### src/design/egsa_pkg.sv
package egsa_pkg;

	localparam int FP_W = 32;
	localparam int FIELD_LANES = 4;
	localparam int CFG_AW = 4;

	typedef enum logic {
		OP_ACC  = 1'b0,
		OP_READ = 1'b1
	} op_t;

	typedef enum logic [1:0] {
		CFG_VOCAB   = 2'd0,
		CFG_CHUNKS  = 2'd1,
		CFG_PADDING = 2'd2
	} cfg_idx_t;

	typedef enum logic [2:0] {
		ST_CLR,
		ST_IDLE,
		ST_RD,
		ST_EXE,
		ST_WR
	} state_t;

	localparam logic [FP_W-1:0] FP_DEFAULT_NAN = 32'hFFC0_0000;
	localparam logic [FP_W-1:0] FP_QUIET_BIT   = 32'h0040_0000;

endpackage

### src/design/egsa_fp_add.sv
module egsa_fp_add (
	input  logic                     clk,
	input  logic                     en,
	input  logic [egsa_pkg::FP_W-1:0] a,
	input  logic [egsa_pkg::FP_W-1:0] b,
	output logic [egsa_pkg::FP_W-1:0] sum
);
	import egsa_pkg::*;

	// stage 1: unpack, handle specials, align and add
	logic        sa, sb, a_nan, b_nan, a_inf, b_inf, swap;
	logic [7:0]  ea, eb, eab, ebb, ebig, esml;
	logic [23:0] ma, mb;
	logic [26:0] mbig, msml, msh, mask;
	logic [7:0]  diff;
	logic        sticky, sbig, sub;
	logic [27:0] res;
	logic        spec;
	logic [FP_W-1:0] spec_val;

	always_comb begin
		sa = a[31];
		sb = b[31];
		ea = a[30:23];
		eb = b[30:23];
		a_nan = (ea == 8'hFF) && (a[22:0] != 23'd0);
		b_nan = (eb == 8'hFF) && (b[22:0] != 23'd0);
		a_inf = (ea == 8'hFF) && (a[22:0] == 23'd0);
		b_inf = (eb == 8'hFF) && (b[22:0] == 23'd0);
		spec = 1'b1;
		spec_val = '0;
		if (a_nan) begin
			spec_val = a | FP_QUIET_BIT;
		end else if (b_nan) begin
			spec_val = b | FP_QUIET_BIT;
		end else if (a_inf && b_inf && (sa != sb)) begin
			spec_val = FP_DEFAULT_NAN;
		end else if (a_inf) begin
			spec_val = a;
		end else if (b_inf) begin
			spec_val = b;
		end else begin
			spec = 1'b0;
		end
		ma = {ea != 8'd0, a[22:0]};
		mb = {eb != 8'd0, b[22:0]};
		eab = (ea == 8'd0) ? 8'd1 : ea;
		ebb = (eb == 8'd0) ? 8'd1 : eb;
		swap = b[30:0] > a[30:0];
		mbig = swap ? {mb, 3'b000} : {ma, 3'b000};
		msml = swap ? {ma, 3'b000} : {mb, 3'b000};
		ebig = swap ? ebb : eab;
		esml = swap ? eab : ebb;
		sbig = swap ? sb : sa;
		sub = sa ^ sb;
		diff = ebig - esml;
		if (diff >= 8'd27) begin
			mask = '0;
			msh = '0;
			sticky = |msml;
		end else begin
			mask = (27'd1 << diff[4:0]) - 27'd1;
			msh = msml >> diff[4:0];
			sticky = |(msml & mask);
		end
		msh[0] = msh[0] | sticky;
		res = sub ? ({1'b0, mbig} - {1'b0, msh}) : ({1'b0, mbig} + {1'b0, msh});
	end

	logic            sign_s1, sub_s1, spec_s1;
	logic [7:0]      exp_s1;
	logic [27:0]     res_s1;
	logic [FP_W-1:0] spec_s1_val;

	always_ff @(posedge clk) begin
		if (en) begin
			sign_s1 <= sbig;
			sub_s1 <= sub;
			spec_s1 <= spec;
			spec_s1_val <= spec_val;
			exp_s1 <= ebig;
			res_s1 <= res;
		end
	end

	// stage 2: normalize and round to nearest even
	logic [4:0]  lz, maxsh, sh;
	logic        found, up, sgn;
	logic [26:0] n;
	logic [9:0]  en_n, eout;
	logic [24:0] m25;

	always_comb begin
		lz = 5'd27;
		found = 1'b0;
		for (int i = 26; i >= 0; i--) begin
			if (!found && res_s1[i]) begin
				lz = 5'(26 - i);
				found = 1'b1;
			end
		end
		maxsh = (exp_s1 > 8'd27) ? 5'd27 : 5'(exp_s1 - 8'd1);
		sh = (lz < maxsh) ? lz : maxsh;
		if (res_s1[27]) begin
			n = {res_s1[27:2], res_s1[1] | res_s1[0]};
			en_n = {2'b00, exp_s1} + 10'd1;
		end else begin
			n = res_s1[26:0] << sh;
			en_n = {2'b00, exp_s1} - {5'd0, sh};
		end
		up = n[2] && ((|n[1:0]) || n[3]);
		m25 = {1'b0, n[26:3]} + {24'd0, up};
		if (m25[24]) begin
			eout = en_n + 10'd1;
		end else if (m25[23]) begin
			eout = en_n;
		end else begin
			eout = '0;
		end
		sgn = (res_s1 == 28'd0 && sub_s1) ? 1'b0 : sign_s1;
		if (spec_s1) begin
			sum = spec_s1_val;
		end else if (eout >= 10'd255) begin
			sum = {sgn, 8'hFF, 23'd0};
		end else if (m25[24]) begin
			sum = {sgn, eout[7:0], m25[23:1]};
		end else begin
			sum = {sgn, eout[7:0], m25[22:0]};
		end
	end

endmodule

### config.mk
export PLATFORM = sky130hd
export DESIGN_NAME = egsa_fp_add
export DESIGN_NICKNAME = d
export VERILOG_FILES = /design/src/design/egsa_pkg.sv /design/src/design/egsa_fp_add.sv
export SDC_FILE = /design/constraint.sdc
export NUM_CORES = 1
export LEC_CHECK = 0
export ABC_CLOCK_PERIOD_IN_PS = 12100
export BUFFER_PORTS_ARGS = -buffer_cell sky130_fd_sc_hd__buf_2
export CAP_MARGIN = 20
export CORE_AREA = 2 2 219 221
export DETAILED_ROUTE_END_ITERATION = 12
export DIE_AREA = 0 0 221 223
export PLACE_DENSITY = 0.49
export SLEW_MARGIN = 30
export SYNTH_ARGS = -nofsm -noshare
export SYNTH_HDL_FRONTEND = slang
export SYNTH_SLANG_ARGS = --single-unit
### constraint.sdc
create_clock -name clk -period 12.1 [get_ports clk]
set_input_delay 1.21 -clock clk [delete_from_list [all_inputs] [get_ports clk]]
set_output_delay 1.21 -clock clk [all_outputs]
set_load 0.01 [all_outputs]
# Yosys cells after proc, flatten, opt, wreduce, memory -nomap -nowiden

Index checks and enable logic that the tools add are counted.

Register bits: 71
Bits of input ports: 66
Output and inout port bits: 32
Word-level logic and storage cells: 185

Add/sub/neg operators: 9
Magnitude comparators: 5
Equality and inequality tests: 3
Shifts and indexed selects: 3
Muxes and demuxes: 79
Bitwise gates (word level): 4
Reductions and logical operators: 75

Operators with widths:

| kind                    | number |
|---|---|
| $mux W32                | 6 |
| $mux W5                 | 29 |
| $mux W27                | 4 |
| $reduce_or A27 Y1       | 2 |
| $logic_not A23 Y1       | 2 |
| $reduce_bool A23 Y1     | 2 |
| $logic_and A1 B1 Y1     | 34 |
| $mux W8                 | 4 |
| $gt A31 B31 Y1          | 1 |
| $mux W31                | 1 |
| $mux W1                 | 30 |
| $mux W10                | 3 |
| $add A27 B27 Y28        | 1 |
| $logic_not A28 Y1       | 1 |
| $mux W28                | 1 |
| $sub A27 B27 Y28        | 1 |
| $and A27 B27 Y27        | 1 |
| $shl A1 B5 Y27 const A  | 1 |
| $shl A27 B5 Y27         | 1 |
| $shr A27 B5 Y27         | 1 |
| $sub A27 B1 Y27 const B | 1 |
| $logic_not A1 Y1        | 26 |
| $add A24 B1 Y25         | 1 |
| $mux W23                | 1 |
| other kinds (19)        | 23 |

# Longest topological paths before layout

Word-level depth: 92
Depth in mapped cells: 45
Depth with buffers taken out: 40

# Least setup slack after synthesis

Ideal clock, no wire load.

Path kind: input to register
Start: input a[13] in the netlist's numbering
End: register res_s1[27] (data pin)
Library setup time: 262 ps
Arrival: 10157 ps
Required time: 11838 ps
Slack: 1681 ps
Cell stages on the path: 35
Path buffers: 8
Cells stage by stage: clkbuf_1 > inv_1 > ha_1 > nand4_1 > a211o_1 > a31oi_1 > a2111o_1 > o21ai_1 > clkbuf_1 > buf_1 > clkbuf_1 > nand3_1 > o31ai_1 > ha_1 > fa_1 > clkbuf_1 > inv_1 > buf_1 > clkbuf_1 > mux4_2 > a211oi_1 > o32ai_1 > o31ai_1 > nand4_1 > nor4b_1 > a31oi_1 > xor2_1 > ha_1 > clkbuf_1 > a21o_1 > a21o_1 > a21o_1 > a211oi_1 > o21ai_0 > xor2_1

Word-level cells in the longest chain between the ends: 11
Elaborated cells on any way between the ends: 19
Those cells by class: add/sub: 4; order compare: 2; shift: 2; mux: 7; bitwise: 2; reduce/logical: 2

Ends and longest elaborated chain:

| what                                                        | line                                 | text |
|---|---|---|
| start, declared                                             | egsa_fp_add.sv:4                     | `input logic [egsa_pkg::FP_W-1:0] a,` |
| $gt A31 B31 Y1                                              | egsa_fp_add.sv:49                    | `swap = b[30:0] > a[30:0];` |
| $mux W8 (on tied branches)                                  | egsa_fp_add.sv:52, egsa_fp_add.sv:53 |  |
| $sub A8 B8 Y8                                               | egsa_fp_add.sv:56                    | `diff = ebig - esml;` |
| $shl A1 B5 Y27                                              | egsa_fp_add.sv:62                    | `mask = (27'd1 << diff[4:0]) - 27'd1;` |
| $sub A27 B1 Y27                                             | egsa_fp_add.sv:62                    |  |
| $and A27 B27 Y27                                            | egsa_fp_add.sv:64                    | `sticky = \|(msml & mask);` |
| $reduce_or A27 Y1                                           | egsa_fp_add.sv:64                    |  |
| $mux W1                                                     | egsa_fp_add.sv:57                    | `if (diff >= 8'd27) begin` |
| $or A1 B1 Y1                                                | egsa_fp_add.sv:66                    | `msh[0] = msh[0] \| sticky;` |
| $add A27 B27 Y28 / $sub A27 B27 Y28 (equally long branches) | egsa_fp_add.sv:67                    | `res = sub ? ({1'b0, mbig} - {1'b0, msh}) : ({1'b0, mbig} + {1'b0, msh});` |
| $mux W28 (*)                                                | egsa_fp_add.sv:67                    |  |
| named net res[27]                                           | egsa_fp_add.sv:17                    | `logic [27:0] res;` |
| end signal, assigned                                        | egsa_fp_add.sv:82                    | `res_s1 <= res;` |
| end, declared                                               | egsa_fp_add.sv:72                    | `logic [27:0] res_s1;` |

The timed path passes the listed nets; every way through them passes the cells marked *.
A chain may end at the register's enable or synchronous reset.

# Worst setup path after layout

Start: input a[17] in the netlist's numbering
End: register res_s1[22] (data pin)

Word-level cells in the longest chain between the ends: 11
Elaborated cells on any way between the ends: 19
Those cells by class: add/sub: 4; order compare: 2; shift: 2; mux: 7; bitwise: 2; reduce/logical: 2

Ends and longest elaborated chain:

| what                                                        | line                                 | text |
|---|---|---|
| $gt A31 B31 Y1                                              | egsa_fp_add.sv:49                    |  |
| $mux W8 (on tied branches)                                  | egsa_fp_add.sv:52, egsa_fp_add.sv:53 |  |
| $sub A8 B8 Y8                                               | egsa_fp_add.sv:56                    |  |
| $shl A1 B5 Y27                                              | egsa_fp_add.sv:62                    |  |
| $sub A27 B1 Y27                                             | egsa_fp_add.sv:62                    |  |
| $and A27 B27 Y27                                            | egsa_fp_add.sv:64                    |  |
| $reduce_or A27 Y1                                           | egsa_fp_add.sv:64                    |  |
| $mux W1                                                     | egsa_fp_add.sv:57                    |  |
| $or A1 B1 Y1 (*)                                            | egsa_fp_add.sv:66                    |  |
| named net msh[0]                                            | egsa_fp_add.sv:14                    | `logic [26:0] mbig, msml, msh, mask;` |
| $add A27 B27 Y28 / $sub A27 B27 Y28 (equally long branches) | egsa_fp_add.sv:67                    |  |
| $mux W28 (*)                                                | egsa_fp_add.sv:67                    |  |
| named net res[22]                                           | egsa_fp_add.sv:17                    |  |

Marks and branches as above.

==> impl_metrics.tcl <==
set metrics [dict create \
    outcome "complete, no violations" \
    cp-start-kind "input pin" \
    end_kind "register" \
    p_per_area_nw_per_um2 219 \
    ys_ff_latch 71 \
    peakVddDrop_v 0.0000943 \
    drt_first_iter_violations 1760 \
    synth_cells 1844 \
    crit_slowest_cell "fa_2" \
    die_area_um2 49300 \
    path_max_fanout 26 \
    routed_wl_um 62300 \
    postRouteAntennaNets 0 \
    core_area_um2 47100 \
    dieWidth_um 221 \
    grt_max_degree 72 \
    numCtsBuffers 9 \
    drv_slew 0 \
    finalCritPeriodShare 0.884 \
    gr-total-overflow 0 \
    cp.depth 39 \
    num_io_pins 98 \
    final.setup.tns_ns 0 \
    relSlewSlack 0.317 \
    gp_congestion 0.986 \
    holdPathStages 2 \
    cts.sinks 71 \
    power.leakage_uw 0.00591 \
    worstHoldPathType "input pin to register" \
    syn_nets 1990 \
    syn2layout_area_growth_pct 10.3 \
    fmax_ghz 0.0935 \
    vias 15700 \
    dpl_cell_area_um2 15000 \
    critPathTopFamily "compound AO/OA/AOI/OAI gates" \
    syn_area_per_cell_um2 7.54 \
    synth_ff_type "edfxtp_1" \
    cts_resized 0 \
    port_buffers 97 \
    post_cts_buffers 0 \
    via_per_inst 6.28 \
    clockBufferDepth 2 \
    die_h_um 223 \
    final-hold-violation-count 0 \
    fin_area_um2 15300 \
    hold_buffers 0 \
    critPathRequiredTime_ns 12.17 \
    cp.arrival_ns 10.77 \
    cts_tree "built" \
    grt_pass1_vias 14500 \
    drv_cap 0 \
    ys_types 104 \
    dp.final_hpwl_um 48700 \
    antenna_found_initial 1 \
    fin_cells 2497 \
    num_rows 80 \
    synthArstFlopShare 0 \
    setup_viol 0 \
    path_buf_inv 5 \
    max_stage_delay_ns 0.98 \
    fin_util 0.325 \
    holdWs_ns 1.24 \
    synth_edf_count 71 \
    drcViolationCount 0 \
    path_class "input pin to register" \
    min_period_ns 10.70 \
    htree_num_levels 3 \
    yosys_warnings 0 \
    grt_pass1_wl_um 93600 \
    synth-seq-area-share 0.153 \
    drt_pass1_iterations 5 \
    worstMarginPinSlew_ns 0.996 \
    min_from "a[5]" \
    hold_end "spec_s1_val[5]" \
    clock-root-buffer "clkbuf_16" \
    track_usage 0.242 \
    fin_nets 2023 \
    start_util 0.295 \
    placedCellCount 2481 \
    layout-drive-gt1-share 0.142 \
    rsz0062_at_grt "false" \
    cts.clk_slew.worst_paths_ns 0.06 \
    synthesis.area_um2 13900 \
    post_drt_wl_per_cell_um 25.0 \
    antenna_cells 0 \
]
[where the power goes]
part | switching, uW | leakage, uW | total, uW | internal, uW
sequential | 146 | 0.000685 | 496 | 350
combinational | 1670 | 0.00508 | 2600 | 931
clock | 114 | 0.000140 | 257 | 144
[per-stage QoR]
stage               setup slack [ns]  power, uW
global route                   0.705       3570
global placement                1.35       3030
finish                          1.40       3360
CTS                             1.49       3290
detailed placement              1.22       3020
floorplan                       1.68       2200
[layout by cell type (no fill, tap or decap), types with 69 or more instances in the layout]
cell type,netlist,layout
nand2_1,212,212
nor2_1,158,157
a21oi_1,121,120
o21ai_0,112,112
buf_2,19,97
ha_1,78,78
inv_1,74,74
mux2i_1,72,72
edfxtp_1,71,71
nand3_1,69,69
[routing by layer]
layer  vias up  GRT usage  wire length (um)
li1       7163          -                 -
met1      7571      0.334             27200
met3       139     0.0278              4660
met5         -          0                14
met2       798      0.396             28400
met4         2     0.0736              2090
[kinds of logic (layout without fill, tap and decap cells)]
group                      count (synthesis)  count (layout)  share of synthesized area
adders and majority gates                 80              80                     0.0730
AOI/OAI and AO/OA                        600             600                      0.295
DFF                                       71              71                      0.153
buffers and inverters                    194             232                     0.0563
and+or+nand+nor                          687             687                      0.249
muxes                                    125             125                      0.119
xor gates and xnor gates                  87              87                     0.0548
[cells in the mapped netlist (17+ instances only)]
cell type	count	area [um2]
nor4_1	28	175
mux2i_1	72	721
a211oi_1	18	135
mux2_2	21	236
nand3_1	69	345
o21ai_0	112	561
buf_1	18	67.6
a22o_1	25	219
a31oi_1	30	188
edfxtp_1	71	2130
a21oi_1	121	606
clkbuf_1	69	259
ha_1	78	976
mux4_2	30	676
nor3_1	34	170
buf_2	19	95.1
o21ai_1	17	85.1
nand2_1	212	796
inv_1	74	278
and2_1	30	188
nor2_1	158	593
a21o_1	25	188
and3_1	20	125
nand4_1	46	288
o211ai_1	57	428
o31ai_1	24	180
xor2_1	40	350
xnor2_1	47	412
[layout make-up]
cell class | count | area (um2)
Sequential cell | 71 | 2130
Clock inverter | 7 | 65.1
Multi-Input combinational cell | 1579 | 11100
Clock buffer | 9 | 225
Timing Repair Buffer | 135 | 771
Tap cell | 615 | 769
Inverter | 81 | 304
Fill cell | 5093 | 31800
[worst max-delay path by stage]
stage	startpoint	to	slack (ns)
5_1_grt	a[30]	res_s1[22]	0.71
3_5_place_dp	a[18]	res_s1[22]	1.22
3_3_place_gp	a[18]	res_s1[22]	1.35
4_1_cts	res_s1[5]	sum[13]	1.49
6_report	a[17]	res_s1[22]	1.40
2_1_floorplan	a[13]	res_s1[27]	1.68
[flip-flops by register name (all words and copies together) (netlist names)]
name	cells
spec_s1_val	32
res_s1	28
exp_s1	8
sign_s1	1
spec_s1	1
sub_s1	1
No activity file was read; power rests on OpenSTA's default activity.
